## src/rtl/esc_pkg.sv

```systemverilog
// Shared constants, field helpers and types for the sensor compensation pipeline.
package esc_pkg;

  // Divider: one stage to take magnitudes, then one quotient bit per stage
  localparam int unsigned DIV_STEPS = 32;
  localparam int unsigned DIV_LAT   = DIV_STEPS + 1;

  // Divide by 100: magnitude, reciprocal multiply, sign fix-up
  localparam int unsigned DIV100_LAT = 3;

  // Pipeline depth from input register to output register
  localparam int unsigned NUM_STAGES = 48;
  localparam int unsigned LAST_STAGE = NUM_STAGES - 1;

  // Delay lines to the output register
  localparam int unsigned TEMP_DLY = 42;
  localparam int unsigned HUM_DLY  = 28;

  localparam int unsigned CFG_W   = 56;
  localparam int unsigned CFG_IDX = 3;

  // Configuration register indexes
  typedef enum logic [CFG_IDX-1:0] {
    REG_TEMP_CAL  = 3'd0,
    REG_PRES_CAL_A = 3'd1,
    REG_PRES_CAL_B = 3'd2,
    REG_PRES_CAL_C = 3'd3,
    REG_HUM_CAL_A = 3'd4,
    REG_HUM_CAL_B = 3'd5
  } cfg_reg_e;

  localparam logic [31:0] PRES_OFFSET = 32'd64000;
  localparam logic [31:0] PRES_FULL   = 32'd1048576;
  localparam logic [31:0] PRES_SCALE  = 32'd3125;
  localparam logic [31:0] PRES_ONE    = 32'd32768;
  localparam logic [31:0] TEMP_ROUND  = 32'd128;
  localparam logic [31:0] HUM_ONE     = 32'd16384;
  localparam logic [31:0] HUM_MILLI   = 32'd1000;
  localparam logic [16:0] HUM_MAX     = 17'd100000;

  // ceil(2^37 / 100): exact floor division by 100 for any 32-bit magnitude
  localparam logic [31:0] HUM_RECIP       = 32'h51EB_851F;
  localparam int unsigned HUM_RECIP_SHIFT = 37;

  // Sign extension of packed calibration fields
  function automatic logic [31:0] sx8(input logic [7:0] v);
    sx8 = {{24{v[7]}}, v};
  endfunction

  function automatic logic [31:0] sx16(input logic [15:0] v);
    sx16 = {{16{v[15]}}, v};
  endfunction

  // Arithmetic right shift of a 32-bit two's-complement word
  function automatic logic [31:0] asr(input logic [31:0] v, input logic [4:0] s);
    logic signed [31:0] t;
    t   = $signed(v) >>> s;
    asr = t;
  endfunction

endpackage

```

## src/rtl/esc_div.sv

```systemverilog


// Signed divide by 100 through a reciprocal multiply, three register stages.
module esc_div100 (
  input  logic        clk_i,
  input  logic        en_i,
  input  logic [31:0] dividend_i,
  output logic [31:0] quotient_o
);

  logic        neg_q, neg2_q;
  logic [31:0] mag_q, q_q, quot_q;
  logic [63:0] prod;

  // floor(mag / 100) is the top bits of the reciprocal product
  assign prod = {32'd0, mag_q} * {32'd0, esc_pkg::HUM_RECIP};

  // magnitude, multiply, then restore the sign
  always_ff @(posedge clk_i) begin
    if (en_i) begin
      neg_q  <= dividend_i[31];
      mag_q  <= dividend_i[31] ? 32'(0 - dividend_i) : dividend_i;
      neg2_q <= neg_q;
      q_q    <= 32'(prod[63:esc_pkg::HUM_RECIP_SHIFT]);
      quot_q <= neg2_q ? 32'(0 - q_q) : q_q;
    end
  end

  assign quotient_o = quot_q;

endmodule

```

## config.mk

```make
export PLATFORM = sky130hd
export DESIGN_NAME = esc_div100
export DESIGN_NICKNAME = d
export VERILOG_FILES = /design/src/rtl/esc_pkg.sv /design/src/rtl/esc_div.sv
export SDC_FILE = /design/constraint.sdc
export NUM_CORES = 1
export LEC_CHECK = 0
export ABC_AREA = 1
export ABC_CLOCK_PERIOD_IN_PS = 6700
export BUFFER_PORTS_ARGS = -buffer_cell sky130_fd_sc_hd__buf_4
export CAP_MARGIN = 0
export CORE_ASPECT_RATIO = 1.4
export CORE_MARGIN = 8
export CORE_UTILIZATION = 55
export CTS_CLUSTER_DIAMETER = 60
export DETAILED_ROUTE_END_ITERATION = 8
export GPL_TIMING_DRIVEN = 0
export PLACE_DENSITY = 0.86
export SYNTH_ARGS = -nofsm -noshare
export SYNTH_HDL_FRONTEND = slang
export SYNTH_SLANG_ARGS = --single-unit
```

## constraint.sdc

```tcl
create_clock -name clk_i -period 6.7 [get_ports clk_i]
set_clock_uncertainty 0.1 [all_clocks]
set_input_delay 0.67 -clock clk_i [delete_from_list [all_inputs] [get_ports clk_i]]
set_output_delay 0.67 -clock clk_i [all_outputs]
set_load 0.05 [all_outputs]
```

[Word-level counts from Yosys, hierarchy flattened]
Index checks and enable logic that the tools add are counted.
Operators by class
  order comparisons: 0
  div/mod/pow operators: 0
  multipliers: 1
  shift-type cells: 0
  bitwise operators: 0
  add/subtract/negate cells: 2
  mux-type cells: 2
  equality and inequality tests: 0
  reductions and logical operators: 0
Operator list (number)
  32-bit by 31-bit multiplier with 63-bit output, second input constant: 1
  1-bit by 32-bit subtractor with 32-bit output, first input constant: 1
  31-bit two-way mux: 1
  1-bit by 26-bit subtractor with 27-bit output, first input constant: 1
  26-bit two-way mux: 1
Storage, ports and cells
  input port bits: 34
  register bits after elaboration: 87
  memories kept: 0
  memory bits (writable): 0
  bits in read-only memories: 0
  latch bits: 0
  output and inout bits: 32
  word-level logic and storage cells: 12

[Logic depth before layout (Yosys ltp)]
Gate-level depths: netlist of run 1.
  depth in word-level cells: 2
  depth in mapped cells: 27
  gate-level depth less buffers: 27

[Least setup slack after synthesis of run 1]
Ideal clock, no wire load.
  path type: flip-flop to flip-flop
  from: register mag_q[4]
  to: register q_q[17], data pin
  setup slack: 0.498 ns
  arrival time: 5.849 ns
  data required time: 6.348 ns
  cell stages (with the launch flop): 25
  cell sequence: edfxtp_1 inv_1 fa_1 inv_1 ha_1 fa_1 inv_1 fa_1 inv_1 fa_1 fa_1 fa_1 inv_1 fa_1 inv_1 ha_1 nand2_1 nor2_1 inv_1 nor2_1 nand2_1 nor3_2 nand2_1 nand3_1 nand2_1
On the way
  longest elaborated chain between the ends: 1
RTL lines
  from (decl): line esc_div.sv:12  | logic [31:0] mag_q, q_q, quot_q;
  from (signal assigned): line esc_div.sv:22  | mag_q <= dividend_i[31] ? 32'(0 - dividend_i) : dividend_i;
  32-bit by 31-bit multiplier with 63-bit output: line esc_div.sv:16  | assign prod = {32'd0, mag_q} * {32'd0, esc_pkg::HUM_RECIP};
  via prod[54]: line esc_div.sv:13  | logic [63:0] prod;
  to (signal assigned): line esc_div.sv:24  | q_q <= 32'(prod[63:esc_pkg::HUM_RECIP_SHIFT]);
  to (decl): line esc_div.sv:12
The timed path passes the listed nets, and every way through them passes these cells.
A chain may end at the register's enable or synchronous reset.

[Final worst setup path of run 1]
  from: register mag_q[6]
  to: register q_q[23], data pin
Same word-level chain as after synthesis.

==> summary.md, run 1 <==
The flow ran to the end, but the final reports show violations. The checks that failed: setup timing. The initial antenna violation count was 1; the floorplan die area was 0.0496 mm^2. The most numerous cell in the Yosys netlist was inv_1. The detailed placer's ending HPWL came out at 55800 um. In this run the critical register-to-register path is launched from mag_q[6]$_DFFE_PP_. On the worst path, the slowest cell contributes a delay of 0.72 ns.

Buffers inserted during clock tree synthesis total 9. Cell depth of the worst hold path: 0. Headroom to the max-slew limit came out at 20.0%. For the final routed database, the setup TNS stands at -3.20 ns. After synthesis, the mean cell area works out to 8.25 um^2. After detailed routing, the average wire length per cell comes to 20.8 um.

By count the netlist is led by inv_1, nand2_1, ha_1. The most frequent cell on the critical path is nand2_1. Ranked by total cell area, the synthesized netlist is headed by fa_1, ha_1, inv_1, edfxtp_1, nand2_1. Number of enable-type register cells in the synthesized netlist: 87. The overall overflow remaining after global route is 0.

Setup repair after global routing could not meet its margin everywhere. The count of input and output buffers is 65. The type of the most critical hold path is reg2reg. The maximum buffer depth of the clock tree is 2.

The layout net count is 3841. The tools report the kind of launch point of the worst setup path as a register. The path type of the worst setup path is reg2reg. The number of global-route vias before repair was 20200. For the layout filler cell count, the log shows 3233. After clock tree synthesis, the clock-pin slew on the worst setup and hold paths is 0.08 ns. The area growth from synthesis to layout is 12.3%.

Cell taking the most area after synthesis: fa_1. For this block, the initial DRC count from the detailed router was 1876. Sequential cells were found to cover 11.1% of the synthesized design area. The share of the clock period used by the worst path was 104%.

The ratio of routed vias to standard cells is 5.42, and the max-capacitance violation count is 0. The number of register bits inferred by synthesis came out at 87. For hold timing, the worst endpoint is quotient_o[0]$_DFFE_PP_.

In this run the cell area of the synthesized design comes to 0.0235 mm^2. In this run the worst setup path begins at mag_q[6]$_DFFE_PP_. The run gives 33 as the number of distinct library cell variants in the gate-level netlist after synthesis. The run gives 0 as the number of max-slew violations in the final report. For the overall track demand over capacity in global routing, the log shows 28.9%. TritonCTS built the clock tree.

The critical path contains buffers and inverters numbering 9 combined. The number of hold buffers added after CTS was 0. The cell count after synthesis came out at 2844. In this design, the largest share of critical-path delay is due to adder cells. In this run the most critical hold path is launched from q_q[0]$_DFFE_PP_. The run gives 3662 as the net count after synthesis. The worst register-to-register path ends at q_q[23]$_DFFE_PP_. The first detailed-routing pass ran for 9 iterations. For this run, the leading register cell type out of synthesis is edfxtp_1. Counting I/O delays and the setup requirement, the final critical path takes 6.95 ns. For this block, the via count after detailed routing is 19400.

The logs give 0 for the number of antenna-violating nets in the routed design and 87 for the number of sinks on the clock net. Measured along the x axis, the die boundary spans 191 um. The first global-routing pass estimated 108000 um of wire. Measured in cells, the most critical reg-to-reg path has a length of 28. The final non-filler cell total was 3574; the largest fanout on the critical path was 3.

The H-tree was split into 3 levels. Type of element capturing the critical path: a register. The share of Yosys cell area claimed by the top area cell type is 33.2%, and the number of hold violations in the final report is 0. The cell sitting at the root of the clock tree is a clkbuf_16. For the post-route worst setup slack, the log shows -0.245 ns. Counting flops with an async set or reset pin after synthesis yields a share of 0%. For this run, the top clock speed supported by timing is 144 MHz. The slowest stage of the critical path is the fa_2 cell. For the worst setup path, the data arrival time is 6.98 ns. Number of top-level pins: 66. Once placement completed, the tool counted placed cells totaling 3455. After detailed routing, the number of remaining DRC violations is 0. Setup violations remaining at the end of the flow were counted as 23. The routability congestion estimate from global placement is 1.01, and the share of final-layout standard cells stronger than drive strength 1 is 11.0%. The number of antenna diodes in the final layout is 0.

The final routed wirelength across all metal layers was 74300 um. The region available for standard cell placement spans 0.0421 mm^2. For the pin with the worst max-slew slack, the measured transition is 1.20 ns. The run gives 0.39 ns as the insertion delay of the later-clocked pin in the worst-skew pair. The Yosys step of the flow raised 0 warnings.

Entering global routing, the biggest net connects 88 pins. For this configuration, the core starts out at a cell density of 55.8%. The multi-input combinational cells in the finished layout cover a total of 0.0178 mm^2.

The overall die height was 260 um; the register-to-register setup slack was -0.25 ns. The footprint of the flip-flops and latches is 0.00261 mm^2, and the required arrival time at the worst endpoint is 6.74 ns. The floorplan has 89 rows.
[worst reg2reg max path, delay by kind of cell, from the launching register on]
family | cells | cell delay [ns]
AOI/OAI and AO/OA | 1 | 0.15
adders and majority gates | 9 | 4.23
buffers and inverters | 9 | 0.88
DFF | 1 | 0.54
and+or+nand+nor | 9 | 0.82
[kinds of logic (layout without fill, tap and decap cells)]
| logic type | after synthesis | in the layout | share of synthesized area [%] |
|---|---|---|---|
| buffers and inverters | 974 | 1158 | 15.7 |
| AND/OR/NAND/NOR | 864 | 864 | 15.2 |
| adder cells (fa/ha/maj) | 784 | 784 | 54.2 |
| flip-flops | 87 | 87 | 11.1 |
| AO/OA/AOI/OAI | 83 | 83 | 1.89 |
| XOR/XNOR | 52 | 52 | 1.94 |
[metrics by stage]
| stage | instance area (um^2) | worst slack (ns) | hold slack, ns | util (%) |
|---|---|---|---|---|
| global route | 26400 | -0.488 | 0.380 | 62.6 |
| detailed placement | 24600 | -0.312 | 0.332 | 58.6 |
| CTS | 25400 | -0.0190 | 0.366 | 60.3 |
| global placement | 24600 | -0.279 | 0.354 | 58.6 |
| finish | 26400 | -0.245 | 0.371 | 62.6 |
| floorplan | 23500 | 0.498 | 0.300 | - |
[metal layers]
metal  GRT usage [%]  up-vias  wire, um
met1            32.1     9228     25300
met3            3.65      394      5700
met4            21.5        2      7290
li1                -     8690         -
met5               0        -        13
met2            50.2     1042     36000
[cell type report]
type	instances	share of cell area (%)
clock buffer	9	0.854
timing repair buffer	168	5.08
multi-input combinational	1783	67.3
tap	546	2.59
clock inverter	7	0.275
sequential	87	9.91
inverter	964	13.8
buffer	10	0.218
[placed cells by master, fill, tap and decap left out, types with 34 or more instances in the layout]
master and n:
inv_1 945, nand2_1 577, fa_1 374, ha_1 368, buf_4 164, nor2_1 107
edfxtp_1 87, nand3_1 64, xor2_1 39, a21oi_1 34
[worst max-delay path by stage]
stage                                   end  slack [ns]  depth (start not counted)
final                     q_q[23]$_DFFE_PP_       -0.25                         28
after floorplan           q_q[17]$_DFFE_PP_        0.50                         24
after global placement    q_q[15]$_DFFE_PP_       -0.28                         22
after detailed placement  q_q[23]$_DFFE_PP_       -0.31                         24
after global routing       q_q[7]$_DFFE_PP_       -0.49                         28
after CTS                 q_q[17]$_DFFE_PP_       -0.02                         24
[registers in the layout, summed over array words and instances (netlist names)]
name / flops
neg_q: 1
q_q: 26
neg2_q: 1
quotient_o: 27
mag_q: 32
[timing repair]
action                     CTS  global route
setup endpoints to repair   25            26
buffers inserted            47            56
pin swaps                    0            53
resized for setup           15           121
Power of run 1 is not shown: default switching activity piles up to over one toggle a cycle in this logic, so the estimate is an artifact.
==> run 2, diff against run 1 <==
ABC_CLOCK_PERIOD_IN_PS = 8900   (was 6700)
PLACE_DENSITY = 0.84   (was 0.86)
RECOVER_POWER = 100   (was unset)
TNS_END_PERCENT = 20   (was unset)
clock period = 8.9 ns   (was 6.7 ns; I/O delays follow)
==> run 2 against run 1 <==
- fmax fell by 5.0%
- the flow finishes with violations (capacitance limit, slew limit)
- cell count shrank 2.9%
- highest routed layer is now met4
- largest cell class unchanged
- register-to-register slack better by 1.8 ns
- non-clock buffer count is 103 lower
- clock-buffer cell count unchanged
- core utilization fell by 3.8 points
- die area did not move
- via count is 7.0% lower
- sequential cell count unchanged
==> summary.md, run 2 (synthesis results as in run 1) <==
The run gives 19400 as the number of global-route vias before repair. The top cell types in the final layout, fill and taps aside, are inv_1, nand2_1, ha_1. The share of final-layout standard cells stronger than drive strength 1 was 2.53%.

The tools report the maximum buffer depth of the clock tree as 2. Summed over all layers, the global routing overflow is 0. The share of the clock period used by the worst path works out to 82.2%. For the layout filler cell count, the log shows 3641. The floorplan step defined a die boundary enclosing 0.0496 mm^2. Kind of launch point of the worst setup path: a register. The run gives 0 as the number of antenna-violating nets in the routed design. The endpoint identified for the worst register-to-register timing path is q_q[8]$_DFFE_PP_.

The run gives 0 as the quantity of hold-fixing buffers added after cts. The most frequent cell on the critical path is fa_1. The first global-routing pass estimated 102000 um of wire.

The post-CTS resize count was 0. In the routed design, unresolved DRC markers number 0. The final count of negative-setup-slack endpoints is 0.

Row generation in the floorplan step produced 89 rows. Input and output buffers added on the ports amount to 65. The arrival time of data at the critical path endpoint was 7.33 ns; the worst stage delay on the critical path was 0.81 ns. Most flop-heavy register: mag_q. The flip-flop count of the largest register, all copies and words added works out to 32. The source of the worst register-to-register timing path is mag_q[13]$_DFFE_PP_.

The number of hold violations in the final report is 0. The final layout contains routed wiring with a total length of 62700 um. In this run the most critical hold path is launched from q_q[0]$_DFFE_PP_. Routability congestion estimate from global placement: 1.02.

Detailed placement finished with a half-perimeter wire length of 55400 um. Static timing analysis puts the maximum clock frequency at 137 MHz. Entering global routing, the biggest net connects 88 pins. Number of top-level pins: 66.

Highest-delay cell along the critical path: edfxtp_1. The tools report the layout net count as 3738. The worst setup path is captured at a register.

The final cell area excluding filler cells is 0.0248 mm^2. The worst hold path terminates at quotient_o[0]$_DFFE_PP_. The initial antenna violation count is 0. The logs give 18000 for the number of vias after detailed routing and 88 for the number of max-slew violations in the final report. After clock tree synthesis, the clock-pin slew on the worst setup and hold paths is 0.10 ns.

The area of the placeable core is 0.0421 mm^2, and the H-tree depth is 3. The post-route worst setup slack is 1.59 ns. For this block, the initial DRC count from the detailed router was 1279.

The worst register-to-register path has a depth of 20. After detailed routing, the average wire length per cell comes to 18.1 um. The first detailed-routing pass ran for 8 iterations. The initial core utilization came out at 55.8%.

TritonCTS built the clock tree. The clock drives 87 sinks. The overall track demand over capacity in global routing is 26.9%. The post-layout utilization of the core was 58.8%; the synthesis-to-layout area growth was 5.51%. The die is 191 um wide.

Using the TritonRoute via totals, the vias-per-cell ratio works out to 5.18. Setup repair after global routing left no endpoint under its margin. The clock period could shrink to 7.31 ns. The path type of the worst setup path was reg2reg. For the pin with the worst max-slew slack, the measured transition is 5.12 ns. Headroom to the max-slew limit came out at -241%. The critical path goes through ha_1 -> inv_1 -> fa_1 -> inv_1 -> fa_1 -> fa_1 -> fa_1 -> fa_1 -> fa_1 -> inv_1 -> fa_1 -> inv_1 -> ha_1 -> nand2_1 -> nor2_1 -> nand2_1 -> nor3_1 -> nand3_1 -> nand4_1 -> nand2_1.

The run gives 1 as the max-capacitance violation count. The final reports fail on capacitance limit, slew limit. The tools report the pre-CTS worst setup slack as 1.90 ns. In this run the register-to-register setup slack is 1.59 ns. After routing, the total negative slack on setup checks comes to 0 ns. The run gives 9 as the number of buffers inserted during clock tree synthesis. The most common library cell in the layout ignoring fill and taps was inv_1. The run gives 0 as the antenna diode count.

The cell depth of the worst hold path was 0; the required arrival time at the worst endpoint was 8.92 ns. The floorplan step set the die height to 260 um. The insertion delay of the later-clocked pin in the worst-skew pair is 0.39 ns. The tools report the total cell area at the placement stage as 0.0246 mm^2. The run finished, with violations left. The sum of buffers and inverters on the critical path was 4.

The family of cells with the greatest summed delay on the critical path is adder cells. The number of post-CTS setup repair buffers is 0. The type of the most critical hold path was reg2reg. The root buffer cell chosen for the clock tree is clkbuf_16. The largest fanout on the critical path works out to 10.
[run 2: cell count changes in the layout (fill, tap and decap cells not counted), sizes merged]
cell and change:
inv +1, buf -140, clkbuf +37, clkinvlp -1
[run 2: how the worst max path moves through the flow]
stage                              startpoint           endpoint  slack [ns]  cells past startpoint
after CTS                  mag_q[5]$_DFFE_PP_  q_q[15]$_DFFE_PP_        1.87                     22
after global routing       mag_q[5]$_DFFE_PP_   q_q[8]$_DFFE_PP_        1.28                     20
after global placement     mag_q[5]$_DFFE_PP_  q_q[15]$_DFFE_PP_        1.93                     22
after detailed placement   mag_q[5]$_DFFE_PP_  q_q[15]$_DFFE_PP_        1.90                     22
final                     mag_q[13]$_DFFE_PP_   q_q[8]$_DFFE_PP_        1.59                     20
after floorplan            mag_q[4]$_DFFE_PP_  q_q[17]$_DFFE_PP_        2.70                     24
[run 2: worst reg2reg max path: cells and delay by family, from the launching register on]
family / cells / cell delay (ns)
flip-flops: 1 / 0.81
adder cells (fa/ha/maj): 9 / 4.30
buffers and inverters: 4 / 0.36
AND/OR/NAND/NOR: 7 / 1.49
[run 2: cell type report]
cell class	instances	area (um^2)	area share (%)
Multi-Input combinational cell	1783	17100	69.2
Clock inverter	7	71.3	0.288
Tap cell	546	683	2.76
Buffer	10	56.3	0.227
Clock buffer	9	225	0.909
Inverter	964	3620	14.6
Timing Repair Buffer	65	357	1.44
Sequential cell	87	2610	10.5
[run 2: per-layer routing]
| metal | up-vias | routed length [um] | global-route usage (%) |
|---|---|---|---|
| met5 | - | 0 | 0 |
| met4 | 0 | 5370 | 19.8 |
| met3 | 224 | 3780 | 3.31 |
| met2 | 699 | 30500 | 45.7 |
| met1 | 8583 | 23100 | 30.9 |
| li1 | 8486 | - | - |
[run 2: through the flow]
stage / instances / hold slack [ns]
2_1_floorplan: 2844 / 0.300
3_3_place_gp: 3455 / 0.351
3_5_place_dp: 3455 / 0.334
4_1_cts: 3471 / 0.369
5_1_grt: 3471 / 0.390
6_report: 3471 / 0.361
Power of run 2 is left out for the same reason.
==> run 3, diff against run 2 <==
ABC_CLOCK_PERIOD_IN_PS = 6600   (was 8900)
PLACE_DENSITY = 0.86   (was 0.84)
clock period = 6.6 ns   (was 8.9 ns; I/O delays follow)
==> run 3 against run 2 <==
- the flow finishes with violations (capacitance limit, slew limit, setup timing)
- critical path depth up 5
- die area unchanged
- via count up 7.3%
- final area up 6.2%
- hold slack better by 0.0087 ns
- routed wire length up 16%
- fmax up 8.2%
- setup slack worse by 1.7 ns
- critical endpoint is now q_q[24]$_DFFE_PP_
- sequential cell count unchanged
- core utilization up 3.7 points
==> summary.md, run 3 (synthesis results as in run 1) <==
The flow ran to the end, but the final reports show violations. The final reports fail on capacitance limit, slew limit, setup timing. The worst pin sits at a relative slew slack of -234%. The most flop-heavy register was mag_q. Global routing used 28.8% of the available tracks across all layers. Setup repair after global routing could not meet its margin everywhere. The run gives 0 as the number of hold violations in the final report. Number of vias after detailed routing: 19300.

The flip-flop count of the largest register, all copies and words added is 32, and the residual DRC count is 0. The clock-pin slew on the worst setup and hold paths came out at 0.08 ns. The final period demand of the worst path came out at 6.76 ns. The count of standard-cell rows came out at 89.

The path type of the worst setup path is reg2reg. met2 is the most crowded layer. The number of clock buffers added by TritonCTS is 9.

The type of element capturing the critical path was a register. The maximum number of pins on one net before global-route repair was 88; the quantity of hold-fixing buffers added after cts was 0. The H-tree depth was 3; the largest fanout on the critical path was 8. At the worst endpoint, the required time is 6.64 ns. The core region is 0.0421 mm^2.

The first routing iteration left 1736 violations. In the final design database the tool counted 3835 nets. The count of buffers added on input and output ports is 65. The type of the most critical hold path was reg2reg. The floorplan step set the die width to 191 um. Setup violations remaining at the end of the flow were counted as 23.

The global routing usage on met1 is 31.9%, and the initial antenna violation count is 0. The wire length of the first global-routing pass was 108000 um. STA classifies the critical path startpoint as a register. Routability-driven placement finished with a final weighted congestion of 1.01. The library cells used most frequently in the layout, excluding fill and tap cells, are inv_1, nand2_1, fa_1. The floorplan die area was 0.0496 mm^2. Cell at the root of the clock tree: clkbuf_16.

In the finished design, the share of the clock period the worst path needs comes to 102%. The max-capacitance violation count was 1. In this run the vertical extent of the chip is 260 um. The post-route netlist has 10.6% of its cells at a drive strength greater than 1.

The number of global-route vias before repair is 20400, and the number of sinks on the clock net is 87. TritonCTS built the clock tree. The routed wire length per instance was 20.3 um. Setup total negative slack on the finished layout was measured at -2.20 ns.

The number of max-slew violations in the final report is 88, and the pre-CTS worst setup slack is -0.412 ns. The clock reaches the later pin of the worst-skew pair after 0.38 ns. Once detail routing completed, the nets flagged for antenna violations numbered 0. The overall overflow remaining after global route was 0.

The antenna diode count is 0, and the maximum buffer depth of the clock tree is 2. The met3 layer usage reported by global route is 3.62%. For this run, global-route usage on met2 was measured as 49.6%. The post-layout utilization of the core is 62.5%, and the maximum clock frequency is 148 MHz.

The run gives -0.156 ns as the post-route worst setup slack. The wire-length estimate of the detail-placed layout is 55800 um. Number of top-level pins: 66. The run gives 55.8% as the initial core utilization. The most common library cell in the layout ignoring fill and taps is inv_1.

The logs give 72500 um for the final routed wirelength across all metal layers and 6.79 ns for the arrival time of data at the critical path endpoint. In the routed layout, each cell is associated on average with a via count of 5.41. The slew at the pin with the worst max-slew slack works out to 5.01 ns. The synthesis-to-layout area growth was 12.1%.

Before antenna repair, the detailed router went through 6 iterations.
==> run 3: changes by cell type in the layout (fill, tap and decap cells not counted), sizes merged <==
cell / change
inv: +1
clkbuf: -1
buf: +98
clkinvlp: -1
==> run 3: per-stage QoR <==
step / std cells / hold slack [ns] / cell area (um^2)
floorplan: 2844 / 0.300 / 23500
global placement: 3455 / 0.354 / 24600
detailed placement: 3455 / 0.332 / 24600
CTS: 3520 / 0.366 / 25500
global route: 3568 / 0.380 / 26300
finish: 3568 / 0.370 / 26300
==> run 3: per-layer routing <==
layer	share of wire, %	up-vias
met3	7.6	349
met1	34	9248
met2	48	1036
met4	9.7	0
li1	-	8681
met5	0	-
==> run 3: final timing paths <==
kind	startpoint	endpoint	slack (ns)	cells past startpoint
setup / recovery	mag_q[10]$_DFFE_PP_	q_q[24]$_DFFE_PP_	-0.16	25
hold reg to reg	q_q[0]$_DFFE_PP_	quotient_o[0]$_DFFE_PP_	0.37	0
setup reg to reg	mag_q[10]$_DFFE_PP_	q_q[24]$_DFFE_PP_	-0.16	25
hold / removal	q_q[0]$_DFFE_PP_	quotient_o[0]$_DFFE_PP_	0.37	0
==> run 3: worst max-delay path: stages, from the launching register on <==
cell	delay, ns
edfxtp_1	0.42
buf_6	0.18
buf_4	0.15
fa_1	0.49
ha_1	0.29
inv_1	0.06
fa_1	0.54
inv_1	0.07
fa_1	0.46
fa_1	0.55
fa_1	0.44
fa_1	0.49
inv_1	0.06
fa_1	0.78
inv_2	0.10
ha_4	0.28
nand2_1	0.09
nand2_2	0.08
a21oi_2	0.18
nand2_1	0.10
nand2_1	0.11
nand2_2	0.09
a21oi_2	0.19
nand2_1	0.08
nand2_1	0.06
nand2_1	0.06
==> run 3: what timing repair did <==
item,in CTS,in global routing
pin swaps,13,46
setup endpoints to repair,26,26
resized for setup,45,134
hold endpoints to repair,0,0
buffers inserted,49,48
==> run 3: final cells by class <==
type                    count  area, um^2
plain buffers              10        56.3
clock buffers               9         225
clock inverters             7        72.6
fillers                  3250       15800
inverters                 964        3620
multi-input cells        1783       17800
flip-flops and latches     87        2610
well taps                 546         683
repair buffers            162        1190
Power of run 3 is left out for the same reason.
